===== config.mk =====
export PLATFORM = sky130hd
export DESIGN_NAME = cobs_stream_deframer_unit
export DESIGN_NICKNAME = d
export VERILOG_FILES = /design/src/cobsd_pkg.sv /design/src/cobsd_core.sv /design/src/cobsd_out_reg.sv /design/src/cobs_stream_deframer_unit.sv
export SDC_FILE = /design/constraint.sdc
export NUM_CORES = 1
export LEC_CHECK = 0
export ABC_CLOCK_PERIOD_IN_PS = 3730
export BUFFER_PORTS_ARGS = -buffer_cell sky130_fd_sc_hd__clkbuf_2
export CORE_MARGIN = 3
export CORE_UTILIZATION = 45
export DETAILED_ROUTE_END_ITERATION = 12
export PLACE_DENSITY = 0.65
export SLEW_MARGIN = 40
export SYNTH_ARGS = -nofsm -noshare
export SYNTH_HDL_FRONTEND = slang
export SYNTH_SLANG_ARGS = --single-unit

===== constraint.sdc =====
create_clock -name clk -period 3.73 [get_ports clk]
set_input_delay 0.1865 -clock clk [delete_from_list [all_inputs] [get_ports clk]]
set_output_delay 0.1865 -clock clk [all_outputs]
set_load 0.01 [all_outputs]

===== src/cobsd_pkg.sv =====
// Shared types and constants for the COBS stream deframer.
// No dependencies; used by every module under src.
`timescale 1ns / 1ps
`default_nettype none

package cobsd_pkg;

  localparam int unsigned ByteW = 8;

  // Code byte that opens a full block; no zero follows such a block
  localparam logic [ByteW-1:0] CODE_FULL = 8'hFF;

  // Limit on encoded bytes per frame after reset
  localparam logic [ByteW-1:0] MAX_LEN_RST = 8'd252;

  // Frame end status codes
  localparam logic [1:0] ST_OK    = 2'd0;
  localparam logic [1:0] ST_TRUNC = 2'd1;
  localparam logic [1:0] ST_OVF   = 2'd2;

  typedef struct packed {
    logic [ByteW-1:0] decoded_byte;
    logic             byte_valid;
    logic             frame_end;
    logic [1:0]       frame_status;
  } res_t;

endpackage

`default_nettype wire


===== src/cobsd_core.sv =====
// Per-byte COBS decode: frame state registers and the next-state/result logic.
// Depends on cobsd_pkg for the result type and code constants.
`timescale 1ns / 1ps
`default_nettype none

module cobsd_core (
  input  wire logic                        clk,
  input  wire logic                        rst_n,
  input  wire logic                        step,
  input  wire logic [cobsd_pkg::ByteW-1:0] enc_byte,
  input  wire logic [cobsd_pkg::ByteW-1:0] max_len,
  output cobsd_pkg::res_t                  res,
  output logic                             res_vld
);

  logic [cobsd_pkg::ByteW-1:0] rem_r, rem_nxt;
  logic [cobsd_pkg::ByteW-1:0] cnt_r, cnt_nxt;
  logic                        full_r, full_nxt;
  logic                        seen_r, seen_nxt;
  logic                        ovf_r, ovf_nxt;

  always_comb begin
    rem_nxt  = rem_r;
    cnt_nxt  = cnt_r;
    full_nxt = full_r;
    seen_nxt = seen_r;
    ovf_nxt  = ovf_r;
    res      = '0;
    res_vld  = 1'b0;
    if (enc_byte == '0) begin
      // Delimiter: close the frame, empty frames give nothing
      if (ovf_r) begin
        res.frame_end    = 1'b1;
        res.frame_status = cobsd_pkg::ST_OVF;
        res_vld          = 1'b1;
      end else if (cnt_r != '0) begin
        res.frame_end    = 1'b1;
        res.frame_status = (rem_r != '0) ? cobsd_pkg::ST_TRUNC : cobsd_pkg::ST_OK;
        res_vld          = 1'b1;
      end
      rem_nxt  = '0;
      cnt_nxt  = '0;
      full_nxt = 1'b0;
      seen_nxt = 1'b0;
      ovf_nxt  = 1'b0;
    end else if (!ovf_r) begin
      if (cnt_r >= max_len) begin
        ovf_nxt = 1'b1;
      end else begin
        cnt_nxt = cnt_r + 1'b1;
        if (rem_r != '0) begin
          rem_nxt          = rem_r - 1'b1;
          res.decoded_byte = enc_byte;
          res.byte_valid   = 1'b1;
          res_vld          = 1'b1;
        end else begin
          // Code byte: insert the implied zero after an earlier block unless that block was full
          rem_nxt  = enc_byte - 1'b1;
          full_nxt = (enc_byte == cobsd_pkg::CODE_FULL);
          seen_nxt = 1'b1;
          if (seen_r && !full_r) begin
            res.byte_valid = 1'b1;
            res_vld        = 1'b1;
          end
        end
      end
    end
  end

  always_ff @(posedge clk) begin
    if (!rst_n) begin
      rem_r  <= '0;
      cnt_r  <= '0;
      full_r <= 1'b0;
      seen_r <= 1'b0;
      ovf_r  <= 1'b0;
    end else if (step) begin
      rem_r  <= rem_nxt;
      cnt_r  <= cnt_nxt;
      full_r <= full_nxt;
      seen_r <= seen_nxt;
      ovf_r  <= ovf_nxt;
    end
  end

endmodule

`default_nettype wire


===== src/cobsd_out_reg.sv =====
// Result register with valid/ready towards the consumer.
// Depends on cobsd_pkg for the result type.
`timescale 1ns / 1ps
`default_nettype none

module cobsd_out_reg (
  input  wire logic             clk,
  input  wire logic             rst_n,
  input  wire logic             load,
  input  wire cobsd_pkg::res_t  load_data,
  output logic                  can_load,
  output logic                  out_vld,
  input  wire logic             out_rdy,
  output cobsd_pkg::res_t       out_data
);

  logic            vld_r, vld_nxt;
  cobsd_pkg::res_t data_r;

  assign can_load = !vld_r || out_rdy;

  always_comb begin
    vld_nxt = vld_r;
    if (load) begin
      vld_nxt = 1'b1;
    end else if (out_rdy) begin
      vld_nxt = 1'b0;
    end
  end

  always_ff @(posedge clk) begin
    if (!rst_n) begin
      vld_r <= 1'b0;
    end else begin
      vld_r <= vld_nxt;
    end
  end

  always_ff @(posedge clk) begin
    if (load) begin
      data_r <= load_data;
    end
  end

  assign out_vld  = vld_r;
  assign out_data = data_r;

endmodule

`default_nettype wire


===== src/cobs_stream_deframer_unit.sv =====
// Pipeline: an accepted byte is held in the input register, decoded by the core
// logic and its result loaded into the result register, from which it is offered.
// Throughput: one byte per cycle, but a byte that makes a result waits while the
// result register is full and out_ready is low. Reset: synchronous on rst_n low;
// clears the frame state and both stages and loads the length limit with 252.
`timescale 1ns / 1ps
`default_nettype none

module cobs_stream_deframer_unit (
  input  wire logic                        clk,
  input  wire logic                        rst_n,
  input  wire logic                        in_valid,
  output logic                             in_ready,
  input  wire logic [cobsd_pkg::ByteW-1:0] in_encoded_byte,
  output logic                             out_valid,
  input  wire logic                        out_ready,
  output logic [cobsd_pkg::ByteW-1:0]      out_decoded_byte,
  output logic                             out_byte_valid,
  output logic                             out_frame_end,
  output logic [1:0]                       out_frame_status,
  input  wire logic                        cfg_valid,
  output logic                             cfg_ready,
  input  wire logic [cobsd_pkg::ByteW-1:0] cfg_data
);

  logic [cobsd_pkg::ByteW-1:0] max_len_r;
  logic                        in_vld_r;
  logic [cobsd_pkg::ByteW-1:0] in_byte_r;
  logic                        step;
  logic                        res_vld;
  logic                        can_load;
  cobsd_pkg::res_t             res;
  cobsd_pkg::res_t             out_data;

  assign cfg_ready = 1'b1;

  always_ff @(posedge clk) begin
    if (!rst_n) begin
      max_len_r <= cobsd_pkg::MAX_LEN_RST;
    end else if (cfg_valid && cfg_ready) begin
      max_len_r <= cfg_data;
    end
  end

  // Advance the held byte when it makes no result or the result register is free
  assign step     = in_vld_r && (can_load || !res_vld);
  assign in_ready = !in_vld_r || step;

  always_ff @(posedge clk) begin
    if (!rst_n) begin
      in_vld_r <= 1'b0;
    end else if (in_ready) begin
      in_vld_r <= in_valid;
    end
  end

  always_ff @(posedge clk) begin
    if (in_valid && in_ready) begin
      in_byte_r <= in_encoded_byte;
    end
  end

  cobsd_core u_core (
    .clk      (clk),
    .rst_n    (rst_n),
    .step     (step),
    .enc_byte (in_byte_r),
    .max_len  (max_len_r),
    .res      (res),
    .res_vld  (res_vld)
  );

  cobsd_out_reg u_out (
    .clk       (clk),
    .rst_n     (rst_n),
    .load      (step && res_vld),
    .load_data (res),
    .can_load  (can_load),
    .out_vld   (out_valid),
    .out_rdy   (out_ready),
    .out_data  (out_data)
  );

  assign out_decoded_byte = out_data.decoded_byte;
  assign out_byte_valid   = out_data.byte_valid;
  assign out_frame_end    = out_data.frame_end;
  assign out_frame_status = out_data.frame_status;

  a_end_no_data: assert property (@(posedge clk) disable iff (!rst_n)
    out_valid && out_frame_end |-> !out_byte_valid && out_decoded_byte == '0)
    else $error("frame end result carries data");

  a_status_code: assert property (@(posedge clk) disable iff (!rst_n)
    out_valid |-> out_frame_status == cobsd_pkg::ST_OK ||
                  out_frame_status == cobsd_pkg::ST_TRUNC ||
                  out_frame_status == cobsd_pkg::ST_OVF)
    else $error("invalid frame status");

  a_one_kind: assert property (@(posedge clk) disable iff (!rst_n)
    out_valid |-> out_byte_valid != out_frame_end)
    else $error("result is neither or both of data and frame end");

  a_empty_ready: assert property (@(posedge clk) disable iff (!rst_n)
    !in_vld_r |-> in_ready)
    else $error("input stalled with empty stage");

  a_reset_idle: assert property (@(posedge clk)
    !rst_n |=> !out_valid && !in_vld_r)
    else $error("stages not cleared by reset");

endmodule

`default_nettype wire


==> summary by stage, run 1 <==
Setup path
The largest single stage delay on the critical path is 0.55 ns. For the worst setup path, the data required time is 3.54 ns. The worst setup slack for register-to-register paths is 0.86 ns. The element type at the critical path start is a flip-flop. Among all stages on the critical path, the largest delay is contributed by sky130_fd_sc_hd__nor3_1.

The critical register-to-register path startpoint is u_core.rem_r[3]. STA classifies the critical path endpoint as a primary output. The worst register-to-register path ends at u_core.rem_r[6]. Traced cell by cell, the critical path runs through or3_4, nor3_1, buf_4, nand2b_1, a31oi_1, nor2_1, inv_1, clkbuf_2. The endpoint arrival time on the critical path is 2.72 ns.

The length in cells of the worst reg-to-reg path is 8. The startpoint-to-endpoint class of the critical path is reg2out. The largest fanout on the critical path is 9.

Clocking
TritonCTS built the clock tree. The number of gates resized after CTS was 0. The clock latency on the worst-skew pair is 0.31 ns. In this run, CTS created clock tree buffers numbering 5. Once the clock tree was built, the setup fixing pass inserted 0 buffers. The number of hold buffers added after CTS was 0. The root buffer selected by CTS is sky130_fd_sc_hd__clkbuf_8. After clock tree synthesis, the clock-pin slew on the worst setup and hold paths is 0.08 ns. The H-tree level count is 2.

The longest clock path from root to sink contains 2 buffers. The clock net in this run drives a total of 49 sinks.

Floorplan
The initial core utilization is 0.478. The top-level port count is 36. In this run the horizontal extent of the chip is 80.6 um. The die outline height is 80.6 um. In this run the standard cell core region covers 5240 um2. The area of the die is 6490 um2. After floorplanning, the core was divided into 26 placement rows.

Logic synthesis
Among all flip-flop cells after synthesis, the most frequent one is sky130_fd_sc_hd__dfxtp_1. The share of the Yosys chip area taken by registers is 0.472. The number of enable flip-flop cells after synthesis is 20. The post-synthesis cell area is 2500 um2. The top-area cell type share of the netlist area is 0.240. The average footprint of a synthesized cell is 9.73 um2. Counting flops with an async set or reset pin after synthesis yields a share of 0.

The leading area contributor after synthesis is sky130_fd_sc_hd__edfxtp_1. The dominant combinational cell family by area after synthesis is simple AND/OR/NAND/NOR gates. The count of synthesis-stage warnings from yosys is 0. The total nets after synthesis is 289. Synthesis handed over a netlist of 257 instances. The fraction of the mapped netlist area in compound gates is 0.202. After synthesis, the cell types taking the most area are sky130_fd_sc_hd__edfxtp_1 24%, sky130_fd_sc_hd__dfxtp_1 23%, sky130_fd_sc_hd__ha_1 5.5%.

Of the total synthesized cell area, the portion taken by full adders, half adders and majority gates is 0.0550. The number of distinct library cells after synthesis is 46. Counting flops and latches in the post-synthesis netlist gives 49. The mux share of post-synthesis cell area is 0.0120. Of the total synthesized cell area, the portion taken by AND, OR, NAND and NOR gates is 0.224. Of the total synthesized cell area, the portion taken by XOR and XNOR cells is 0.00350.

Global routing
The wire length of the first global-routing pass is 9540 um. The final global-route overflow total is 0. The via count of the first global-routing pass is 1,935.

Entering global routing, the biggest net connects 25 pins. The global-route usage over all layers is 0.194. The number of antenna violations at the first check in global routing was 0.

Route
After detailed routing, the average wire length per cell comes to 15.8 um. Using the TritonRoute via totals, the vias-per-cell ratio works out to 5.75. After detailed routing, the number of remaining DRC violations is 0. The detail route stage leaves a number of antenna-violating nets equal to 0. The detailed router placed 2,080 vias in this run. The detailed-router iteration count before antenna repair is 4. Summed over all layers, the routed wires come to 5720 um. The number of DRC violations after detailed-routing iteration 0 is 141.

Placed design
Routability-driven placement finished with a final weighted congestion of 0.966. The number of I/O port buffers is 34. The detailed-placement wirelength estimate is 4280 um. The number of placed instances with taps included is 354.

STA
The number of hold violations in the final report was 0. The peak clock frequency supported by timing is 0.344 GHz. The final count of negative-setup-slack endpoints is 0. Setup repair after global routing left no endpoint under its margin. The time the worst path needs with I/O delays and setup is 2.91 ns. The total count of max-transition violations in the final report was 0.

For the pin with the worst max-slew slack, the measured transition is 0.728 ns. The worst clock skew on the final layout is 0.00491 ns. The setup TNS after final layout is 0 ns. In this run the tightest slew margin relative to its limit is 0.515.

The ratio of final minimum period to clock period is 0.779.

Power and ir drop
The analysis attributes to cell leakage a power of 1.14 nW. The worst-case IR drop observed on VDD is 304 uV. For this design the ratio of total power to cell area is 549 nW/um2.

Layout
Leaving out fill and tap cells, the most frequent cell in the layout is sky130_fd_sc_hd__clkbuf_2. In the layout the commonest cells are 34 x sky130_fd_sc_hd__clkbuf_2, 29 x sky130_fd_sc_hd__dfxtp_1, 25 x sky130_fd_sc_hd__nand2_1. The final layout contains 323 nets.

Relative to the synthesized area, the layout overhead comes to 14.9%. The proportion of layout cells with a drive suffix above 1 is 0.178. The final cell count without fillers is 362.

The repair_antennas step left the layout with diodes totalling 0.

Worst hold path
For hold timing, the worst endpoint is in_byte_r[7]. The worst hold path begins at in_encoded_byte[7]. Along the worst hold path, the cell count comes to 1.

The classification of the worst-slack hold path is in2reg.

Run status
The flow ran to the end, and the final reports show no timing, DRC or antenna violations.

Flow run
The max-capacitance violation count is 0.
## metrics by stage
step	hold slack, ns	area, um2	power [mW]	util	setup slack (ns)
global placement	0.363	2740	1.15	0.522	0.787
detailed placement	0.365	2740	1.14	0.523	0.914
CTS	0.0368	2870	1.58	0.548	0.848
global route	0.0353	2870	1.68	0.548	0.601
floorplan	0.285	2500	0.997	-	1.13
finish	0.0499	2870	1.58	0.548	0.825
## kinds of logic (layout without fill, tap and decap cells)
family / Yosys count / in the layout
other: 1 / 1
buffers and inverters: 19 / 54
flip-flops: 49 / 49
adder cells (fa/ha/maj): 11 / 11
multiplexers: 3 / 3
AND/OR/NAND/NOR: 104 / 104
AO/OA/AOI/OAI: 69 / 69
XOR/XNOR: 1 / 1
## state kept, by name, indices dropped and copies added (netlist names)
register / flops
max_len_r: 8
u_core.cnt_r: 8
in_vld_r: 1
u_out.out_vld: 1
u_core.ovf_r: 1
u_core.seen_r: 1
u_core.full_r: 1
in_byte_r: 8
u_core.rem_r: 8
u_out.out_data: 12
## synth_stat cells (2+ instances only)
library cell,number
sky130_fd_sc_hd__a211o_1,2
sky130_fd_sc_hd__a211oi_1,3
sky130_fd_sc_hd__a21boi_0,2
sky130_fd_sc_hd__a21oi_1,12
sky130_fd_sc_hd__a21oi_2,2
sky130_fd_sc_hd__a31oi_1,4
sky130_fd_sc_hd__a32o_1,4
sky130_fd_sc_hd__and2_1,7
sky130_fd_sc_hd__and3_1,4
sky130_fd_sc_hd__clkbuf_1,8
sky130_fd_sc_hd__dfxtp_1,29
sky130_fd_sc_hd__edfxtp_1,20
sky130_fd_sc_hd__ha_1,11
sky130_fd_sc_hd__inv_1,10
sky130_fd_sc_hd__mux2i_1,3
sky130_fd_sc_hd__nand2_1,25
sky130_fd_sc_hd__nand2b_1,5
sky130_fd_sc_hd__nand3_1,5
sky130_fd_sc_hd__nand4_1,3
sky130_fd_sc_hd__nor2_1,15
sky130_fd_sc_hd__nor2b_1,6
sky130_fd_sc_hd__nor3_1,10
sky130_fd_sc_hd__nor4_1,4
sky130_fd_sc_hd__o211ai_1,10
sky130_fd_sc_hd__o21a_1,3
sky130_fd_sc_hd__o21ai_0,12
sky130_fd_sc_hd__o22ai_1,3
sky130_fd_sc_hd__o311ai_0,2
sky130_fd_sc_hd__o31ai_1,4
sky130_fd_sc_hd__or3_1,6
sky130_fd_sc_hd__or4_1,8
## power by group
group / total (mW) / internal, mW / switching (mW)
Combinational: 0.467 / 0.176 / 0.291
Sequential: 0.670 / 0.627 / 0.0429
Clock: 0.441 / 0.266 / 0.174
Total: 1.58 / 1.07 / 0.508
## worst max path at each step
stage / from / to / depth (start not counted)
finish: u_core.rem_r[3] / in_ready / 8
global route: u_core.rem_r[3] / u_core.rem_r[6] / 8
CTS: u_core.rem_r[3] / in_ready / 8
detailed placement: u_core.rem_r[3] / u_core.rem_r[6] / 8
global placement: in_byte_r[2] / u_out.out_data[7] / 5
floorplan: in_byte_r[5] / u_out.out_data[0] / 5
## routing by layer
| metal | global-route usage | up-vias | share of wire |
|---|---|---|---|
| li1 | - | 1042 | - |
| met1 | 0.275 | 964 | 0.50 |
| met2 | 0.286 | 65 | 0.43 |
| met3 | 0.0504 | 9 | 0.059 |
| met4 | 0.0625 | 0 | 0.016 |
| met5 | 0 | - | 0 |
## cell type report
| class | count | area (um2) |
|---|---|---|
| clock buffer | 5 | 68.8 |
| clock inverter | 3 | 65.1 |
| fill | 497 | 2360 |
| inverter | 10 | 37.5 |
| multi-input combinational | 189 | 1250 |
| sequential | 49 | 1180 |
| tap | 70 | 87.6 |
| timing repair buffer | 36 | 185 |
## worst max-delay path: cells and delay by family, from the launching register on
family          cells  cell delay [ns]
buf+inv             3             0.46
simple gates        4             1.22
compound gates      1             0.31
flops               1             0.42
Note: power is estimated with default switching activity, not from simulation.
==> inputs of run 2 (changes only) <==
- ABC_AREA: unset -> 1
- ABC_CLOCK_PERIOD_IN_PS: 3730 -> 2600
- PLACE_DENSITY: 0.65 -> 0.68
- clock period: 3.73 -> 2.6 ns (I/O delays scaled with it)
==> run 2 against run 1 <==
  * First-iteration DRC count is 4.3% lower
  * Routed wire length is 9.3% lower
  * Setup slack worse by 0.49 ns
  * Critical endpoint is now u_out.out_data[1]
  * Largest power group unchanged
==> summary by stage, run 2 <==
Clocking
The total clock sinks was 49 (unchanged). The H-tree level count is 2 (unchanged). The maximum buffer depth of the clock tree is 2 (unchanged). The total of hold buffers inserted after clock tree synthesis is 8 (+8). The root buffer selected by CTS is sky130_fd_sc_hd__clkbuf_8. The post-cts repair resize count is 0 (unchanged).

The CTS buffer count came to 5 (unchanged). The clock latency on the worst-skew pair came to 0.30 ns (about the same). The clock transition at the registers of the reported paths is 0.09 ns (about the same). The number of post-CTS setup repair buffers is 0 (unchanged). TritonCTS built the clock tree.

Layout
The number of flip-flops under the largest register name is 12 (unchanged). The area taken by flip-flops and latches is 1180 um2 (unchanged). Leaving out fill and tap cells, the most frequent cell in the layout is sky130_fd_sc_hd__nand2_1. From synthesis to final layout, the design area changed by 15.2%. The number of diodes is 0 (unchanged).

The multi-input combinational cell area is 1080 um2 (-13%). The number of filler instances in the final layout is 506 (+1.8%). In the layout the commonest cells are 47 x sky130_fd_sc_hd__nand2_1, 42 x sky130_fd_sc_hd__nor2_1, 35 x sky130_fd_sc_hd__inv_1. The proportion of layout cells with a drive suffix above 1 is 0.172 (-0.00607).

The final net count is 374 (+16%).

Logic synthesis
The mux share of post-synthesis cell area is 0.00402 (-0.00798). sky130_fd_sc_hd__edfxtp_1 takes more of the synthesized area than any other cell. The post-synthesis register bit count is 49 (unchanged). Sorting the synthesized cells by area gives the leading types as sky130_fd_sc_hd__edfxtp_1 24%, sky130_fd_sc_hd__dfxtp_1 23%, sky130_fd_sc_hd__nand2_1 7.1%. The dominant register cell in the synthesized netlist is sky130_fd_sc_hd__dfxtp_1. The number of distinct library cells after synthesis is 34 (-26%). The dominant combinational cell family by area after synthesis is simple AND/OR/NAND/NOR gates. The post-synthesis share of cell area spent on and, or, nand and nor gates is 0.250 (+0.0268). The fraction of the mapped netlist area in compound gates is 0.104 (-0.0985). The sequential-to-total area share from yosys stat is 0.475 (+0.00237). The top-area cell type share of the netlist area is 0.241 (+0.00121). The xor-xnor portion of the synthesized cell area is 0.0211 (+0.0176). The fraction of registers with async set/reset was 0 (unchanged).

sky130_fd_sc_hd__nand2_1 is the most common cell in the netlist. The number of enable flip-flop cells after synthesis came to 20 (unchanged). The number of standard cells after synthesis is 298 (+16%). The average footprint of a synthesized cell is 8.35 um2 (-14%). By count the netlist is led by 47 x sky130_fd_sc_hd__nand2_1, 42 x sky130_fd_sc_hd__nor2_1, 35 x sky130_fd_sc_hd__inv_1. The post-synthesis cell area is 2490 um2 (-0.50%). The total nets after synthesis is 330 (+14%). The count of synthesis-stage warnings from yosys is 0 (unchanged). The fraction of the mapped netlist area in adder cells is 0.0553 (+0.000277).

Setup path
The critical path's largest stage delay is 0.37 ns (-0.18 ns). The endpoint arrival time on the critical path is 2.26 ns (-0.46 ns). The family with the most delay on the worst path is simple AND/OR/NAND/NOR gates. The element type at the critical path start is a flip-flop. The worst setup slack for register-to-register paths is 0.33 ns (-0.53 ns). The slowest cell on the critical path is sky130_fd_sc_hd__dfxtp_1.

The sort of element at the end of the critical path is a flip-flop. The startpoint-to-endpoint class of the critical path is reg2reg. The largest fanout on the critical path is 13 (+4). The number of buffer and inverter stages on the critical path is 3 (unchanged).

The critical path data required time is 2.59 ns (-0.95 ns). Walking the worst path, the cells encountered are inv_1, ha_1, inv_1, nand2_1, nand2_1, nand2_1, nand2_1, nand2_1, nand2_1, nand3_4, nand2_4, a21oi_4, nand2_1, inv_2. The cell that appears most often on the critical path is sky130_fd_sc_hd__nand2_1.

Power and ir drop
The total power divided by cell area is 730 nW/um2 (+33%). The maximum VDD drop is 494 uV (+62%). The overall power of the completed layout is 2.09 mW (+33%). The static leakage is 1.31 nW (+15%).

Global routing
The via count of the first global-routing pass was 1,917 (-0.93%). The maximum number of pins on one net before global-route repair is 19 (-24%). The wire length of the first global-routing pass came to 8600 um (-9.9%). The final global-route overflow total is 0 (unchanged). The number of antenna violations at the first check in global routing is 0 (unchanged). The global-route usage over all layers came to 0.172 (-0.0219).

Placed design
The detailed-placement wirelength estimate is 3830 um (-10%). The final weighted congestion in routability-driven placement is 0.850 (-12%). The number of I/O port buffers came to 34 (unchanged).

Route
The remaining antenna violation count is 0 (unchanged). The average detailed-routed wire length per instance is 12.6 um (-21%). The total wirelength of the detailed-routed design is 5190 um (-9.3%).

The detailed-router iteration count before antenna repair was 4 (unchanged). The number of DRC violations after detailed-routing iteration 0 is 135 (-4.3%). The mean number of vias per cell is 4.97 (-14%). The number of DRC violations after detailed routing is 0 (unchanged). The number of vias after detailed routing is 2,052 (-1.3%).

Floorplan
The number of placement rows came to 26 (unchanged). The width of the die is 80.4 um (-0.23%). The die outline height was 80.4 um (-0.23%). The area of the die is 6460 um2 (-0.46%). The area of the placeable core is 5240 um2 (unchanged). The top-level port count was 36 (unchanged). The initial core utilization is 0.475 (-0.00239).

Worst hold path
In this run the worst hold path is classified as in2reg.

STA
The time the worst path needs with I/O delays and setup is 2.27 ns. The worst clock skew on the final layout is 0.0100 ns (+0.00509 ns). The number of hold violations in the final report is 0 (unchanged). The final count of negative-setup-slack endpoints is 0 (unchanged). The ratio of final minimum period to clock period is 0.872.

For this run, the top clock speed supported by timing is 0.441 GHz. The setup TNS after final layout is 0 ns (unchanged). Setup repair after global routing left no endpoint under its margin. The total count of max-transition violations in the final report is 0 (unchanged).

Run status
The run finished with clean final reports.

Flow run
The max-capacitance violation count is 0 (unchanged).
run 2: logic make-up after synthesis:
group           after synthesis
mux                           1
compound gates               47
buf+inv                      48
xor+xnor                      6
other cells                   1
flops                        49
simple gates                135
fa+ha+maj                    11
run 2: power breakdown:
group | switching [mW] | total, mW | leakage (nW) | internal [mW]
combinational | 0.453 | 0.705 | 0.845 | 0.252
clock | 0.252 | 0.442 | 0.0374 | 0.190
sequential | 0.0450 | 0.947 | 0.430 | 0.902
total | 0.750 | 2.09 | 1.31 | 1.34
run 2: metrics by stage:
stage               instance area [um2]  hold WS, ns  worst slack [ns]  utilization  std cells
global route                       2870       0.0407             0.118        0.548        413
finish                             2870       0.0387             0.333        0.548        413
CTS                                2870       0.0348             0.321        0.548        413
detailed placement                 2700        0.309             0.346        0.516        397
floorplan                          2490        0.229             0.612            -        298
global placement                   2700        0.307             0.419        0.516        397
run 2: worst paths after layout:
path	depth (start not counted)	startpoint	endpoint
min	3	cfg_data[7]	max_len_r[7]
min reg2reg	2	max_len_r[3]	max_len_r[3]
max	14	u_core.cnt_r[0]	u_out.out_data[1]
max reg2reg	14	u_core.cnt_r[0]	u_out.out_data[1]
run 2: area by class of cell:
cell class,instances,area share
clock inverters,2,0.00524
multi-input cells,201,0.378
flip-flops and latches,49,0.412
repair buffers,46,0.0977
well taps,70,0.0305
clock buffers,6,0.0253
inverters,39,0.0510
run 2: layer usage:
| metal | global-route usage | vias up | routed length (um) |
|---|---|---|---|
| li1 | - | 1074 | - |
| met1 | 0.231 | 936 | 2460 |
| met2 | 0.277 | 35 | 2440 |
| met3 | 0.0370 | 7 | 225 |
| met4 | 0.0507 | 0 | 72 |
| met5 | 0 | - | 0 |
run 2: worst min-delay path: stages:
cell and delay, ns:
sky130_fd_sc_hd__clkbuf_2 0.08, sky130_fd_sc_hd__a21oi_1 0.05, sky130_fd_sc_hd__o21ai_0 0.06
